===== src/rtl/fasc_pkg.sv =====
// Shared types, constants and the set membership function of the fuzzy controller.
package fasc_pkg;

  // Fuzzy sets NB..PB
  localparam int SETS    = 7;
  localparam int SET_NB  = 0;
  localparam int SET_PB  = SETS - 1;
  localparam int SLOPE   = 30;

  // Widths
  localparam int IN_W    = 8;               // angle / speed
  localparam int X_W     = 10;              // working width for membership math
  localparam int W_W     = 5;               // strength 0..30
  localparam int PT_W    = 10;              // point sum constants
  localparam int WD_W    = 3;               // set width constants
  localparam int NUM_W   = 18;              // signed numerator
  localparam int MAG_W   = NUM_W - 1;       // numerator magnitude
  localparam int FRAC_W  = 8;               // 1/256 output units
  localparam int ACC_W   = MAG_W + FRAC_W;  // dividend bits
  localparam int DEN_W   = 11;              // denominator
  localparam int REM_W   = DEN_W + 1;       // partial remainder
  localparam int OUT_W   = 16;

  // Divider organization: one quotient bit per step, several steps per stage
  localparam int DIV_STEPS  = 5;
  localparam int DIV_STAGES = ACC_W / DIV_STEPS;

  // Pipeline: fuzzify, accumulate, divider stages, output
  localparam int NSTG = DIV_STAGES + 3;

  typedef logic [W_W-1:0] str_t;
  typedef str_t str_arr_t [SETS];

  // Divider pipeline payload
  typedef struct packed {
    logic             neg;
    logic [DEN_W-1:0] den;
    logic [REM_W-1:0] rem;
    logic [ACC_W-1:0] acc;
  } div_t;

  // Set centers, point sums and widths
  localparam logic signed [X_W-1:0] CENTER [SETS] = '{
    -10'sd90, -10'sd60, -10'sd30, 10'sd0, 10'sd30, 10'sd60, 10'sd90
  };
  localparam logic signed [PT_W-1:0] PSUM [SETS] = '{
    -10'sd300, -10'sd420, -10'sd210, 10'sd0, 10'sd210, 10'sd420, 10'sd300
  };
  localparam logic [WD_W-1:0] SWIDTH [SETS] = '{
    3'd3, 3'd6, 3'd6, 3'd6, 3'd6, 3'd6, 3'd3
  };

  // Membership of x in set k, scaled to 0..30
  function automatic str_t grade(input int k, input logic signed [IN_W-1:0] x);
    logic signed [X_W-1:0] xs;
    logic signed [X_W-1:0] lo;
    logic signed [X_W-1:0] hi;
    logic signed [X_W-1:0] v;
    xs = X_W'(x);
    lo = xs - (CENTER[k] - X_W'(SLOPE));
    hi = (CENTER[k] + X_W'(SLOPE)) - xs;
    if (k == SET_NB) begin
      v = hi;                       // left shoulder
    end else if (k == SET_PB) begin
      v = lo;                       // right shoulder
    end else begin
      v = (lo < hi) ? lo : hi;
    end
    if (v < 0) begin
      return '0;
    end else if (v > X_W'(SLOPE)) begin
      return W_W'(SLOPE);
    end else begin
      return v[W_W-1:0];
    end
  endfunction

endpackage


===== src/rtl/fasc_div_stage.sv =====
// One restoring divider stage: DIV_STEPS quotient bits per enabled clock, shifted into acc.
module fasc_div_stage (
  input  logic           clk_i,
  input  logic           en_i,
  input  fasc_pkg::div_t div_i,
  output fasc_pkg::div_t div_o
);

  fasc_pkg::div_t div_d, div_q;

  // Shift-subtract steps; the dividend leaves acc at the top, quotient enters below
  always_comb begin
    logic [fasc_pkg::REM_W-1:0] r;
    logic                       qb;
    div_d = div_i;
    for (int s = 0; s < fasc_pkg::DIV_STEPS; s++) begin
      r  = {div_d.rem[fasc_pkg::REM_W-2:0], div_d.acc[fasc_pkg::ACC_W-1]};
      qb = (r >= {1'b0, div_d.den});
      div_d.rem = qb ? (r - {1'b0, div_d.den}) : r;
      div_d.acc = {div_d.acc[fasc_pkg::ACC_W-2:0], qb};
    end
  end

  always_ff @(posedge clk_i) begin
    if (en_i) begin
      div_q <= div_d;
    end
  end

  assign div_o = div_q;

endmodule


===== config.mk =====
export PLATFORM = sky130hd
export DESIGN_NAME = fasc_div_stage
export DESIGN_NICKNAME = d
export VERILOG_FILES = /design/src/rtl/fasc_pkg.sv /design/src/rtl/fasc_div_stage.sv
export SDC_FILE = /design/constraint.sdc
export NUM_CORES = 1
export LEC_CHECK = 0
export BUFFER_PORTS_ARGS = -buffer_cell sky130_fd_sc_hd__buf_2
export CORE_ASPECT_RATIO = 2
export CORE_MARGIN = 3
export CORE_UTILIZATION = 57
export DETAILED_ROUTE_END_ITERATION = 16
export GPL_TIMING_DRIVEN = 0
export PLACE_DENSITY = 0.94
export SLEW_MARGIN = 5
export SYNTH_ARGS = -nofsm -noshare
export SYNTH_HDL_FRONTEND = slang
export SYNTH_SLANG_ARGS = --single-unit

===== constraint.sdc =====
create_clock -name clk_i -period 11.8 [get_ports clk_i]
set_input_delay 0.59 -clock clk_i [delete_from_list [all_inputs] [get_ports clk_i]]
set_output_delay 0.59 -clock clk_i [all_outputs]
set_load 0.1 [all_outputs]

---- Word-level counts from Yosys, hierarchy flattened ----
Index checks and enable logic that the tools add are counted.
storage, ports and cells
  bits in registers ....................... 49
  bits of input ports ..................... 51
  output and inout bits ................... 49
cells by class
  add/subtract/negate cells ............... 5
  $lt $le $gt $ge ......................... 5
  mux-type cells .......................... 5
operator list
  operator                                                        number
  12-bit by 11-bit greater-or-equal comparator with 1-bit output  5
  11-bit two-way mux                                              4
  11-bit subtractor                                               4
  12-bit two-way mux                                              1
  12-bit by 11-bit subtractor with 12-bit output                  1

---- Longest topological paths before layout ----
  word-level depth ........................ 10
  gate-level depth with buffers ........... 53

---- Least setup slack after synthesis ----
Ideal clock, no wire load.
  kind .................................... in2reg
  start ................................... input div_i[42] (netlist bit)
  end ..................................... register div_q, in the netlist div_o[29] (data pin)
  data arrival time ....................... 10114 ps
  required time ........................... 11540 ps
  slack ................................... 1426 ps
  cell stages on the path ................. 50
  path through ............................ inv_1 -> ha_1 -> nand4_2 -> nor3_2 -> or4b_4 -> or2_1 -> buf_6 -> buf_6 -> nand2_1 -> o21ai_1 -> fa_1 -> nand2b_1 -> a21o_1 -> a211o_1 -> a21boi_2 -> nor2_2 -> inv_2 -> mux2_2 -> [... 14 more ...] -> and2_1 -> a211oi_2 -> nand2_2 -> o21ai_2 -> buf_12 -> mux2i_1 -> ha_1 -> nor2b_1 -> o21ai_0 -> a21boi_0 -> o21ai_0 -> a21oi_1 -> a221oi_1 -> o31ai_1 -> a21o_1 -> nor2b_4 -> buf_8 -> mux2_4
RTL lines
  element                 line                  source
  start: declaration      fasc_div_stage.sv:5   input fasc_pkg::div_t div_i,
  end signal: assignment  fasc_div_stage.sv:26  div_q <= div_d;
  end: declaration        fasc_div_stage.sv:9   fasc_pkg::div_t div_d, div_q;

==> reports/metrics.yaml <==
min_path:
  worstHoldPathType: "primary input to register"
final_layout:
  fin_cells: 699
  final_net_count: 711
  largest_reg_flops: 49
  drive_gt1_frac: 0.3278
  syn2layout_area_growth_pct: 20.27
  utilization: 0.7027
  num_antenna_cells: 0
clock_tree:
  cts_hold_buf: 0
  cts-root-buf: "clkbuf_16"
  cts_buffers: 5
  htreeDepth: 2
  cts_tree: "built"
  clockBufferDepth: 2
  clkTransAtPathRegs_ns: 0.07
  cts_sinks: 49
placed_design:
  gp_congestion: 0.9292
  dp_hpwl_um: 10330
  portBuffers: 98
  numPlacedInstances: 678
die:
  die_area_mm2: 0.009709
  num_rows: 47
  io-pin-count: 100
  initial_core_util: 0.5843
  die_h_um: 136.4
  die_w_um: 71.19
  core-area_mm2: 0.008292
critical_path:
  path_common_cell: "ha_1"
  cp_slowest_cell: "or4b_4"
  crit_buf_inv: 8
  endpoint_kind: "register"
  cp.arrival_ns: 11.62
  cp.required_ns: 11.84
  cpLargestDelayFamily: "compound AO/OA/AOI/OAI gates"
  start_kind: "primary input"
  crit_type: "primary input to register"
  cpPeakStageDelay_ns: 0.50
  cp_max_fo: 10
sta:
  post-route-period-util: 0.9813
  maxSlewHeadroom: 0.2846
  worst_pin_slew_ns: 1.073
  finalSetupTns_ns: 0
  fmax_ghz: 0.08636
  fin_crit_ns: 11.58
  report.final.slew_viol_count: 0
  setup_viol: 0
  hold_viol: 0
grt:
  overflow: 0
  grt_pass1_wl_um: 20710
  antenna_found_initial: 0
  grt_max_degree: 50
  grt_pass1_vias: 4622
  grt_util_all_layers: 0.2695
status:
  status: "complete, no violations"
run:
  cap_violations: 0
drt:
  vias: 4501
  ant_nets: 0
  drt_iter0_markers: 428
  drt-total-wl_um: 13470
  drc: 0
  wl_per_cell_um: 19.27
  drt_pass1_iterations: 5
  via_per_inst: 6.439
yosys:
  ys.flop_type: "edfxtp_1"
  syn_area_per_cell_um2: 10.05
  synth.distinct_cells: 68
  synth_area_mm2: 0.004845
  yosysWarnings: 0
  synth_edf_count: 49
  synth_fp_nets: 593
  ys_ff_latch: 49
  postSynth.asyncResetShare: 0
  synth_cells: 482
  ys_seq_area_frac: 0.3037
final timing paths:
kind              slack [ns]  startpoint  depth (start not counted)         to
hold / removal          0.46    div_i[7]                          1  div_o[12]
setup / recovery        0.22   div_i[47]                         51  div_o[34]
cell usage after synthesis (all sizes together), types with 3 or more instances:
master / instances / area, µm²
xor2: 11 / 96.34
or2: 4 / 25.03
buf: 5 / 68.81
o31ai: 7 / 66.31
ha: 55 / 688.2
inv: 39 / 146.4
and2: 4 / 25.02
a2111oi: 3 / 32.53
o21bai: 3 / 22.52
edfxtp: 49 / 1471
nor2: 34 / 130.1
xnor2: 16 / 140.1
mux2i: 9 / 90.09
and3: 4 / 25.02
nand4: 7 / 50.05
mux2: 36 / 476.7
o31a: 3 / 26.28
nand3: 13 / 65.06
nor2b: 14 / 95.09
nand2: 22 / 85.09
o211ai: 7 / 52.55
a211oi: 8 / 75.08
or3: 4 / 26.28
fa: 5 / 100.1
a21o: 10 / 75.07
a21oi: 33 / 165.2
nand2b: 7 / 43.79
o21a: 7 / 53.80
nor3: 15 / 80.08
a21boi: 6 / 48.80
o21ai: 22 / 113.9
final cells by class:
class,instances,area (µm²)
Clock inverter,3,41.29
Tap cell,98,122.6
Fill cell,566,2465
Multi-Input combinational cell,388,3243
Inverter,39,160.2
Timing Repair Buffer,111,590.6
Clock buffer,5,125.1
Buffer,6,72.57
Sequential cell,49,1471
cell families after synthesis:
kind of cell / Yosys count / share of synthesized area
AO/OA/AOI/OAI: 121 / 0.1754
XOR/XNOR: 27 / 0.04881
adder cells (fa/ha/maj): 60 / 0.1627
buffers and inverters: 45 / 0.04519
flip-flops: 49 / 0.3037
multiplexers: 45 / 0.1170
AND/OR/NAND/NOR: 135 / 0.1472
through the flow:
stage / instance area [µm²] / hold WS, ns / worst slack [ns]
global placement: 5458 / 0.7661 / -0.2529
floorplan: 4845 / 0.6889 / 1.426
CTS: 5654 / 0.4654 / 0.007521
finish: 5827 / 0.4648 / 0.2212
detailed placement: 5458 / 0.7684 / -0.7998
global route: 5827 / 0.4620 / -0.1092
metal layers:
layer | vias up | wire, µm | global-route usage
met1 | 2086 | 4219 | 0.2451
met3 | 101 | 833 | 0.03923
met5 | - | 0 | 0
li1 | 2049 | - | -
met4 | 0 | 1164 | 0.2249
met2 | 265 | 7251 | 0.5020
layout by cell type (no fill, tap or decap), types with 13 or more instances in the layout:
cell type / instances
nand3_1: 13
ha_1: 50
inv_1: 31
buf_2: 97
nor3_1: 14
nor2b_1: 13
buf_4: 13
nor2_1: 33
o21ai_0: 17
mux2_2: 16
mux2_4: 19
a21oi_1: 33
xnor2_1: 16
nand2_1: 21
edfxtp_1: 49
what timing repair did:
item	in CTS	in global routing
setup buffers	1	12
endpoints found under the setup margin	13	13
cloned	0	0
pin swaps	1	10
gates resized for setup	7	23
Power is not shown: default switching activity piles up to over one toggle a cycle in this logic, so the estimate is an artifact.
