<file path="config.mk">
export PLATFORM = sky130hd
export DESIGN_NAME = fasc_fuzz
export DESIGN_NICKNAME = d
export VERILOG_FILES = /design/src/rtl/fasc_pkg.sv /design/src/rtl/fasc_fuzz.sv
export SDC_FILE = /design/constraint.sdc
export NUM_CORES = 1
export LEC_CHECK = 0
export BUFFER_PORTS_ARGS = -buffer_cell sky130_fd_sc_hd__buf_2
export CORE_MARGIN = 2
export CORE_UTILIZATION = 55
export DETAILED_ROUTE_END_ITERATION = 16
export HOLD_SLACK_MARGIN = 0.1
export PLACE_DENSITY = 0.77
export SLEW_MARGIN = 30
export SYNTH_ARGS = -nofsm -noshare
export SYNTH_HDL_FRONTEND = slang
export SYNTH_SLANG_ARGS = --single-unit
</file>
<file path="constraint.sdc">
create_clock -name clk_i -period 13 [get_ports clk_i]
set_clock_uncertainty 0.1 [all_clocks]
set_input_delay 2.6 -clock clk_i [delete_from_list [all_inputs] [get_ports clk_i]]
set_output_delay 2.6 -clock clk_i [all_outputs]
set_load 0.05 [all_outputs]
</file>
<file path="src/rtl/fasc_pkg.sv">
// Shared types, constants and the set membership function of the fuzzy controller.
package fasc_pkg;

  // Fuzzy sets NB..PB
  localparam int SETS    = 7;
  localparam int SET_NB  = 0;
  localparam int SET_PB  = SETS - 1;
  localparam int SLOPE   = 30;

  // Widths
  localparam int IN_W    = 8;               // angle / speed
  localparam int X_W     = 10;              // working width for membership math
  localparam int W_W     = 5;               // strength 0..30
  localparam int PT_W    = 10;              // point sum constants
  localparam int WD_W    = 3;               // set width constants
  localparam int NUM_W   = 18;              // signed numerator
  localparam int MAG_W   = NUM_W - 1;       // numerator magnitude
  localparam int FRAC_W  = 8;               // 1/256 output units
  localparam int ACC_W   = MAG_W + FRAC_W;  // dividend bits
  localparam int DEN_W   = 11;              // denominator
  localparam int REM_W   = DEN_W + 1;       // partial remainder
  localparam int OUT_W   = 16;

  // Divider organization: one quotient bit per step, several steps per stage
  localparam int DIV_STEPS  = 5;
  localparam int DIV_STAGES = ACC_W / DIV_STEPS;

  // Pipeline: fuzzify, accumulate, divider stages, output
  localparam int NSTG = DIV_STAGES + 3;

  typedef logic [W_W-1:0] str_t;
  typedef str_t str_arr_t [SETS];

  // Divider pipeline payload
  typedef struct packed {
    logic             neg;
    logic [DEN_W-1:0] den;
    logic [REM_W-1:0] rem;
    logic [ACC_W-1:0] acc;
  } div_t;

  // Set centers, point sums and widths
  localparam logic signed [X_W-1:0] CENTER [SETS] = '{
    -10'sd90, -10'sd60, -10'sd30, 10'sd0, 10'sd30, 10'sd60, 10'sd90
  };
  localparam logic signed [PT_W-1:0] PSUM [SETS] = '{
    -10'sd300, -10'sd420, -10'sd210, 10'sd0, 10'sd210, 10'sd420, 10'sd300
  };
  localparam logic [WD_W-1:0] SWIDTH [SETS] = '{
    3'd3, 3'd6, 3'd6, 3'd6, 3'd6, 3'd6, 3'd3
  };

  // Membership of x in set k, scaled to 0..30
  function automatic str_t grade(input int k, input logic signed [IN_W-1:0] x);
    logic signed [X_W-1:0] xs;
    logic signed [X_W-1:0] lo;
    logic signed [X_W-1:0] hi;
    logic signed [X_W-1:0] v;
    xs = X_W'(x);
    lo = xs - (CENTER[k] - X_W'(SLOPE));
    hi = (CENTER[k] + X_W'(SLOPE)) - xs;
    if (k == SET_NB) begin
      v = hi;                       // left shoulder
    end else if (k == SET_PB) begin
      v = lo;                       // right shoulder
    end else begin
      v = (lo < hi) ? lo : hi;
    end
    if (v < 0) begin
      return '0;
    end else if (v > X_W'(SLOPE)) begin
      return W_W'(SLOPE);
    end else begin
      return v[W_W-1:0];
    end
  endfunction

endpackage

</file>
<file path="src/rtl/fasc_fuzz.sv">
// Stage 1: speed sign fix, fuzzification of both inputs and per-set rule strengths.
module fasc_fuzz (
  input  logic                           clk_i,
  input  logic                           en_i,
  input  logic signed [fasc_pkg::IN_W-1:0] angle_i,
  input  logic signed [fasc_pkg::IN_W-1:0] speed_i,
  output fasc_pkg::str_arr_t             str_o
);

  logic signed [fasc_pkg::IN_W-1:0] spd;
  fasc_pkg::str_arr_t               str_d, str_q;

  // Speed is mirrored when a negative angle meets a positive speed
  always_comb begin
    spd = speed_i;
    if (angle_i < 0 && speed_i > 0) begin
      spd = -speed_i;
    end
  end

  // Rule strength per set: the nonzero grade if one is zero, else the minimum
  always_comb begin
    for (int k = 0; k < fasc_pkg::SETS; k++) begin
      fasc_pkg::str_t ga;
      fasc_pkg::str_t gs;
      ga = fasc_pkg::grade(k, angle_i);
      gs = fasc_pkg::grade(k, spd);
      if (ga == '0 || gs == '0) begin
        str_d[k] = ga | gs;         // one side is zero, so this is the sum
      end else begin
        str_d[k] = (ga < gs) ? ga : gs;
      end
    end
  end

  always_ff @(posedge clk_i) begin
    if (en_i) begin
      str_q <= str_d;
    end
  end

  assign str_o = str_q;

endmodule

</file>
== Word-level counts from Yosys, hierarchy flattened ==
Cells that the tools add are included.

* Bits in registers: 35
* Input bits: 18
* Output and inout bits: 35
* Word-level logic and storage cells: 159

* Add/sub/neg operators: 23
* $lt $le $gt $ge: 47
* Muxes and demuxes: 53
* Bitwise gates (word level): 7
* Reduce and logical (&&, ||, !) cells: 22

{| class="wikitable"
|+ Operators with widths
! operator !! count
|-
| 2-to-1 mux 5 bit || 42
|-
| greater-than comparator 10 x 6 -> 1 bit, second input constant || 10
|-
| < comparator 10 x 1 -> 1 bit, second input constant || 10
|-
| 2-to-1 mux 10 bit || 10
|-
| < comparator 9 bit || 8
|-
| zero test 5 bit || 14
|-
| greater-than comparator 9 x 6 -> 1 bit, second input constant || 4
|-
| < comparator 9 x 1 -> 1 bit, second input constant || 4
|-
| subtractor 6 x 8 -> 9 bit, first input constant || 4
|-
| subtractor 7 x 8 -> 9 bit, first input constant || 4
|-
| subtractor 8 x 6 -> 9 bit, second input constant || 4
|-
| subtractor 8 x 7 -> 9 bit, second input constant || 4
|-
| < comparator 5 bit || 7
|-
| bitwise OR 5 bit || 7
|-
| < comparator 8 x 9 -> 1 bit || 2
|-
| subtractor 1 x 8 -> 9 bit, first input constant || 2
|-
| subtractor 8 x 8 -> 9 bit, first input constant || 2
|-
| subtractor 8 x 8 -> 9 bit, second input constant || 2
|-
| greater-than comparator 8 x 1 -> 1 bit, second input constant || 1
|-
| < comparator 8 x 1 -> 1 bit, second input constant || 1
|-
| 2-to-1 mux 8 bit || 1
|-
| negation 8 bit || 1
|-
| logical OR 1 bit || 7
|-
| logical AND 1 bit || 1
|}

== Depth between registers and ports, before layout ==
Gate-level depths: netlist of the first run.

* Depth in word-level cells: 12
* Depth in mapped cells: 37
* Depth with buffers taken out: 32

== Worst setup path before layout of the first run ==
OpenSTA, ideal clock, no wires.

* Path kind: input to register
* Start point: input port angle_i[1] (netlist bit)
* End point: register str_q (netlist bit str_o[8]), data pin
* Library setup time: 0.163 ns
* Data arrival time: 9.851 ns
* Required time: 12.737 ns
* Path slack: 2.887 ns
* Stages on the path: 36
* Path buffers: 7
* Cell sequence: clkbuf_1 clkbuf_1 inv_1 ha_1 clkbuf_1 nand2_1 nor3_1 ha_1 or4_1 o21a_1 buf_2 buf_2 o22ai_1 buf_2 buf_1 o21ai_0 xnor2_1 ha_1 a21o_1 a21o_1 a21oi_1 o211ai_1 a21boi_0 nor3_1 a22oi_1 o21ai_0 ha_1 inv_1 a21oi_1 nor2_1 nor2_1 o21bai_1 a2111oi_0 a21oi_1 a211o_1 o221ai_1

{| class="wikitable"
|+ RTL lines
! what !! RTL line !! source
|-
| start, declared || fasc_fuzz.sv:5 || <nowiki>input logic signed [fasc_pkg::IN_W-1:0] angle_i,</nowiki>
|-
| end signal, assigned || fasc_fuzz.sv:38 || <nowiki>str_q <= str_d;</nowiki>
|-
| end, declared || fasc_fuzz.sv:11 || <nowiki>fasc_pkg::str_arr_t str_d, str_q;</nowiki>
|}

==> impl_results.md, run 1 <==
* Outcome: complete, no violations
* Maximum count of clock buffers along a single path at 2
* Remaining global-route overflow at 0
* Die Width at 135 um
* Tmin final at 11,330 ps
* Max-cap violation count at 0
* Number of flip-flops under the largest register name at 35
* Area of the die at 0.0183 mm2
* Unique masters post-synth at 79
* Average wire length per cell after detail routing at 19.5 um
* Starting density of the core at 55.5%
* Number of H-tree branching levels at 2
* Buffer cell driving the clock tree root: clkbuf_16
* Max-slew violation count at 0
* Dominant register cell in the synthesized netlist: edfxtp_1
* Combinational share of power at 72.4%
* Number of enable-type register cells in the synthesized netlist at 35
* Relative area change from synthesis to final layout at 5.15%
* Drc violations at 0
* Path type of the worst min-delay path: input port to flop
* Total clock sinks at 35
* CP Capture Point: str_o[8]
* Peak supply drop at 55.3 uV
* Final setup violating endpoints at 0
* Kind of cell with the highest combined delay on the critical path: compound AO/OA/AOI/OAI gates
* Post-cts gate resize count at 0
* Mapped Nets at 1,442
* Summed area of non-filler cells in the final layout at 0.00999 mm2
* Lkg Pwr at 4.10 nW
* Final weighted congestion in routability-driven placement at 1.03
* Wire length of the first global-routing pass at 46,800 um
* Power Dens Cells at 104 mW/mm2
* Total GRT Usage at 31.5%
* Ratio of routed vias to standard cells at 6.72
* Total Neg Setup Slack at 0 ps
* Number of buffer cells added on primary ports at 52
* Worst Path Required at 13,030 ps
* Achievable Freq at 0.0882 GHz
* Number of synthesis warnings at 0
* Cell count after synthesis at 1,289
* Total length of routed wires at 29,600 um
* Delay of the slowest cell on the worst path at 540 ps
* Clock input transition at the sequential cells of the worst setup and hold paths at 60 ps
* Psw at 0.547 mW
* Count of nets left with antenna violations after detail routing at 0
* Number of register bits inferred by synthesis at 35
* Number of top-level design ports at 53
* Unrepaired setup endpoints after global routing: false
* Die Height at 135 um
* Number of buffer and inverter instances along the worst setup path at 5
* Placement row count at 48
* Switching Share at 52.7%
* Final Net Count at 1,442
* Critical path fanouts, max at 21
* Headroom to the max-slew limit at 32.7%
* Vias at 10,176
* Share of total power in sequential cells at 16.0%
* Type of destination of the critical path: flop
* Total cell area at the placement stage at 0.00984 mm2
* CTS tree: done
* Worst Slack Setup Final at 1670 ps
* Crit Path Class: input port to flop
* Filler cells at 1,619
* Most frequent CP cell: ha_1
* Ys async rst share at 0%
* Via count of the first global-routing pass at 9,297
* Number of cells after detailed placement at 1,506
* CTS Hold Buffers Added at 0
* Standard cell with the maximum stage delay on the critical path: or4_1
* Pin slew with the least headroom to its limit at 996 ps
* Detailed-routing iteration count for the pre-antenna-repair pass at 6
* Hold violation total from the final report at 0
* Signal arrival time at the worst endpoint at 11,360 ps
* Crit start category: input port
* Total setup buffers inserted after CTS at 0
* CTS Buf Count at 5
* Clk network pwr share at 11.7%
* Sequential cell area fraction in the yosys report at 11.1%
* Proportion of layout cells with a drive suffix above 1 at 9.30%
* Half-perimeter wire length of the detailed placement result at 22,700 um
* Violation count after the first detailed-route iteration at 1,173
* Internal portion of total power at 0.491 mW
* Non-Filler Instances at 1,515
* Period utilization at 87.2%
* Number of antenna violations at the first check in global routing at 0
* Largest net degree at the start of global routing at 36
* Total core area at 0.0171 mm2
* Minimum setup slack after placement at 1530 ps
* Number of antenna diodes at 0
* Average size of a mapped cell at 7.37 um2
* Worst hold margin at 2870 ps
* Post-Synthesis Cell Area at 0.00950 mm2
* Critical Path Start: angle_i[2]
* Logic depth of the worst setup path including buffers at 34
## area by class of cell
| class | instances | area (um2) | share of cell area, % |
|---|---|---|---|
| Clock buffer | 6 | 129 | 1.29 |
| Clock inverter | 2 | 12.5 | 0.125 |
| Inverter | 95 | 357 | 3.57 |
| Multi-Input combinational cell | 1089 | 7820 | 78.3 |
| Sequential cell | 35 | 1050 | 10.5 |
| Tap cell | 225 | 282 | 2.82 |
| Timing Repair Buffer | 63 | 340 | 3.41 |
## how the worst min path moves through the flow
stage,from,endpoint,cells past startpoint,slack (ps)
floorplan,en_i,str_o[0],0,2610
global route,en_i,str_o[22],1,2910
global placement,str_o[31],str_o[31],1,3040
detailed placement,str_o[31],str_o[31],1,3040
CTS,en_i,str_o[22],1,2890
finish,en_i,str_o[22],1,2870
## power by group through the flow
stage | registers [mW] | logic (mW) | clock network [mW]
after floorplan | 0.259 | 0.482 | 0
after global placement | 0.168 | 0.721 | 0
after detailed placement | 0.169 | 0.734 | 0
after CTS | 0.166 | 0.738 | 0.123
after global routing | 0.168 | 0.822 | 0.126
final | 0.166 | 0.751 | 0.121
## logic make-up (layout without fill, tap and decap cells)
family,after synthesis,count (layout),synth area share (%)
AOI/OAI and AO/OA,397,397,28.9
adders and majority gates,135,135,17.8
xor gates and xnor gates,80,80,7.52
buffers and inverters,165,166,6.72
and+or+nand+nor,426,426,22.4
muxes,51,51,5.64
DFF,35,35,11.1
## through the flow
stage | utilization [%] | power (mW)
after floorplan | - | 0.741
after global placement | 57.5 | 0.889
after detailed placement | 57.5 | 0.903
after CTS | 58.3 | 1.03
after global routing | 58.3 | 1.12
final | 58.3 | 1.04
## routing by layer
metal  vias up  part of all wire [%]  track usage (%)
met1      4776                    42             42.1
li1       4814                     -                -
met5         -                     0                0
met3        70                   8.8             3.85
met2       516                    46             51.9
met4         0                   3.2             12.0
## cells in the mapped netlist, types with 5 or more instances
cell / n / share of area, %
a2111o_1: 5 / 0.59
a2111oi_0: 5 / 0.46
a211oi_1: 14 / 1.1
a21boi_0: 6 / 0.47
a21o_1: 16 / 1.3
a21oi_1: 93 / 4.9
a221oi_1: 7 / 0.65
a22oi_1: 12 / 0.95
a31o_2: 6 / 0.55
a31oi_1: 21 / 1.4
a41oi_1: 7 / 0.65
and2_1: 10 / 0.66
and3_1: 11 / 0.72
buf_1: 13 / 0.51
buf_2: 9 / 0.47
clkbuf_1: 47 / 1.9
edfxtp_1: 35 / 11
ha_1: 135 / 18
inv_1: 91 / 3.6
mux2_2: 17 / 2.0
mux2i_1: 31 / 3.3
nand2_1: 86 / 3.4
nand2b_1: 22 / 1.4
nand3_1: 41 / 2.2
nand4_1: 17 / 1.1
nor2_1: 112 / 4.4
nor2b_1: 14 / 0.92
nor3_1: 38 / 2.0
nor4_1: 15 / 0.99
o2111ai_1: 7 / 0.65
o211ai_1: 22 / 1.7
o21a_1: 15 / 1.2
o21ai_0: 60 / 3.2
o221ai_1: 12 / 1.1
o22ai_1: 10 / 0.66
o311ai_0: 6 / 0.55
o31a_1: 11 / 1.0
o31ai_1: 13 / 1.0
o41ai_1: 7 / 0.65
or2_2: 14 / 0.92
or3_1: 15 / 0.99
or4_1: 8 / 0.63
xnor2_1: 75 / 6.9
## placed cells by master (no fill, tap or decap), types with 38 or more instances in the layout
cell type	count
nand3_1	41
nor2_1	112
ha_1	135
xnor2_1	75
a21oi_1	93
nor3_1	38
inv_1	91
buf_2	52
o21ai_0	60
nand2_1	86
No activity file was read; power rests on OpenSTA's default activity.
==> inputs of run 2 (changes only) <==
--- a/config.mk
+++ b/config.mk
@@ -5,12 +5,13 @@
 export SDC_FILE = /design/constraint.sdc
 export NUM_CORES = 1
 export LEC_CHECK = 0
+export ABC_AREA = 1
 export BUFFER_PORTS_ARGS = -buffer_cell sky130_fd_sc_hd__buf_2
 export CORE_MARGIN = 2
 export CORE_UTILIZATION = 55
 export DETAILED_ROUTE_END_ITERATION = 16
 export HOLD_SLACK_MARGIN = 0.1
-export PLACE_DENSITY = 0.77
+export PLACE_DENSITY_LB_ADDON = 0.12
 export SLEW_MARGIN = 30
 export SYNTH_ARGS = -nofsm -noshare
 export SYNTH_HDL_FRONTEND = slang
==> impl_results.md, run 2 <==
* Placement row count at 47
* Crit Path Class: input port to flop
* Signal arrival time at the worst endpoint at 9530 ps
* Detailed-routing iteration count for the pre-antenna-repair pass at 5
* Ys async rst share at 0%
* Relative area change from synthesis to final layout at 5.51%
* Wire length of the first global-routing pass at 41,800 um
* Total setup buffers inserted after CTS at 0
* Number of top-level design ports at 53
* Post-Synthesis Cell Area at 0.00938 mm2
* Half-perimeter wire length of the detailed placement result at 20,300 um
* Unrepaired setup endpoints after global routing: false
* Buffer cell driving the clock tree root: clkbuf_16
* Number of enable-type register cells in the synthesized netlist at 35
* Cell count after synthesis at 1,515
* Final Net Count at 1,701
* Final weighted congestion in routability-driven placement at 0.931
* Critical path fanouts, max at 15
* Psw at 0.653 mW
* Tmin final at 9580 ps
* Average wire length per cell after detail routing at 14.3 um
* Combined area of the multi-input logic cells at 0.00722 mm2
* Post-synth top area share at 18.0%
* Util after Layout at 59.4%
* Sequential cell area fraction in the yosys report at 11.2%
* Vias at 9,581
* Most instantiated cells after synthesis: nand2_1 (435), inv_1 (218), ha_1 (135)
* Starting density of the core at 56.3%
* Power Dens Cells at 118 mW/mm2
* Clk network pwr share at 12.1%
* Sequential cell area in the final layout at 0.00105 mm2
* Total clock sinks at 35
* Unique masters post-synth at 62
* Largest net degree at the start of global routing at 36
* CTS Buf Count at 5
* Die Width at 135 um
* Drc violations at 0
* Average size of a mapped cell at 6.19 um2
* Proportion of layout cells with a drive suffix above 1 at 11.7%
* Most frequent cells in the layout: nand2_1 (435), inv_1 (218), ha_1 (135)
* Number of flip-flops under the largest register name at 35
* Filler cells at 1,677
* Maximum count of clock buffers along a single path at 2
* Peak supply drop at 132 uV
* Delay of the slowest cell on the worst path at 570 ps
* Total GRT Usage at 28.2%
* Post-cts gate resize count at 0
* Number of antenna diodes at 0
* Number of buffer cells added on primary ports at 52
* CTS Hold Buffers Added at 0
* Number of antenna violations at the first check in global routing at 0
* Most frequent CP cell: nand2_1
* Outcome: complete, no violations
* Headroom to the max-slew limit at 40.6%
* Cells taking the most area after synthesis: ha_1 (18%), nand2_1 (17%), edfxtp_1 (11%)
* Dominant register cell in the synthesized netlist: edfxtp_1
* Standard cell with the maximum stage delay on the critical path: a211oi_1
* Remaining global-route overflow at 0
* Most common cell in the synthesized netlist: nand2_1
* Total length of routed wires at 25,300 um
* Die Height at 135 um
* Lkg Pwr at 5.40 nW
* Violation count after the first detailed-route iteration at 717
* Pin slew with the least headroom to its limit at 880 ps
* Area of the die at 0.0181 mm2
* Via count of the first global-routing pass at 8,706
* Period utilization at 73.7%
* Max-cap violation count at 0
* Hold violation total from the final report at 0
* Achievable Freq at 0.104 GHz
* Worst hold margin at 2850 ps
* Switching Share at 55.9%
* Final setup violating endpoints at 0
* Number of H-tree branching levels at 2
* Leading cell type in the layout, fill and taps excluded: nand2_1
* Max-slew violation count at 0
* Internal portion of total power at 0.515 mW
* Ratio of routed vias to standard cells at 5.42
* Share of total power in sequential cells at 15.6%
* Combinational share of power at 72.3%
* Total Neg Setup Slack at 0 ps
* Type of destination of the critical path: flop
* CTS tree: done
* Mapped Nets at 1,668
* Total core area at 0.0166 mm2
* Path type of the worst min-delay path: input port to flop
* Crit start category: input port
* Number of register bits inferred by synthesis at 35
* Worst Path Required at 12,950 ps
* Count of nets left with antenna violations after detail routing at 0
* Number of synthesis warnings at 0
* Post-synth top area cell: ha_1
* Clock input transition at the sequential cells of the worst setup and hold paths at 60 ps
-- run 2: changes by cell type after synthesis, moves of 17 or more --
cell	previous run	this run
nand2_1	86	435
inv_1	91	218
nand3_1	41	125
xnor2_1	75	2
clkbuf_1	47	4
nand2_2	0	37
xor2_1	4	38
a21oi_1	93	61
mux2i_1	31	0
nand2b_1	22	0
inv_2	0	17
mux2_2	17	0
-- run 2: layer usage --
layer / up-vias / global-route usage, % / part of all wire [%]
li1: 5014 / - / -
met1: 4253 / 38.3 / 47
met2: 278 / 47.2 / 45
met3: 36 / 3.34 / 5.2
met4: 0 / 7.89 / 2.2
met5: - / 0 / 0
-- run 2: final cells by class --
class                           count  share of cell area, %
Multi-Input combinational cell   1214                   73.0
Sequential cell                    35                   10.6
Inverter                          240                   9.30
Tap cell                          220                   2.78
Timing Repair Buffer               52                   2.63
Clock buffer                        5                   1.26
Clock inverter                      3                  0.443
-- run 2: worst max-delay path, delay by kind of cell --
family	cells	cell delay, ps
buffers and inverters	4	750
xor gates and xnor gates	3	1050
adders and majority gates	4	1160
AOI/OAI and AO/OA	6	1650
and+or+nand+nor	18	2300
-- run 2: power groups by stage --
stage	clock network [mW]	logic, mW	registers (mW)
2_1_floorplan	0	0.547	0.309
3_3_place_gp	0	0.829	0.186
3_5_place_dp	0	0.835	0.185
4_1_cts	0.145	0.839	0.183
5_1_grt	0.148	0.953	0.187
6_report	0.141	0.844	0.183
-- run 2: final timing paths --
path	start	to	slack, ps	cells past startpoint
min	angle_i[0]	str_o[30]	2850	5
max	angle_i[0]	str_o[24]	3420	35
-- run 2: cell families (layout without fill, tap and decap cells) --
| group | Yosys count | count (layout) | synth area share [%] |
|---|---|---|---|
| AND/OR/NAND/NOR | 831 | 831 | 41.7 |
| buffers and inverters | 266 | 300 | 11.8 |
| AO/OA/AOI/OAI | 207 | 207 | 13.2 |
| XOR/XNOR | 41 | 41 | 4.03 |
| flip-flops | 35 | 35 | 11.2 |
| adder cells (fa/ha/maj) | 135 | 135 | 18.0 |
-- run 2: per-stage QoR --
stage / std cells / power (mW) / cell area, um2 / worst slack, ps
after detailed placement: 1761 / 1.02 / 9720 / 3230
after global routing: 1769 / 1.29 / 9890 / 2670
final: 1769 / 1.17 / 9890 / 3420
after global placement: 1761 / 1.01 / 9720 / 3590
after CTS: 1769 / 1.17 / 9890 / 3530
after floorplan: 1515 / 0.856 / 9380 / 4370
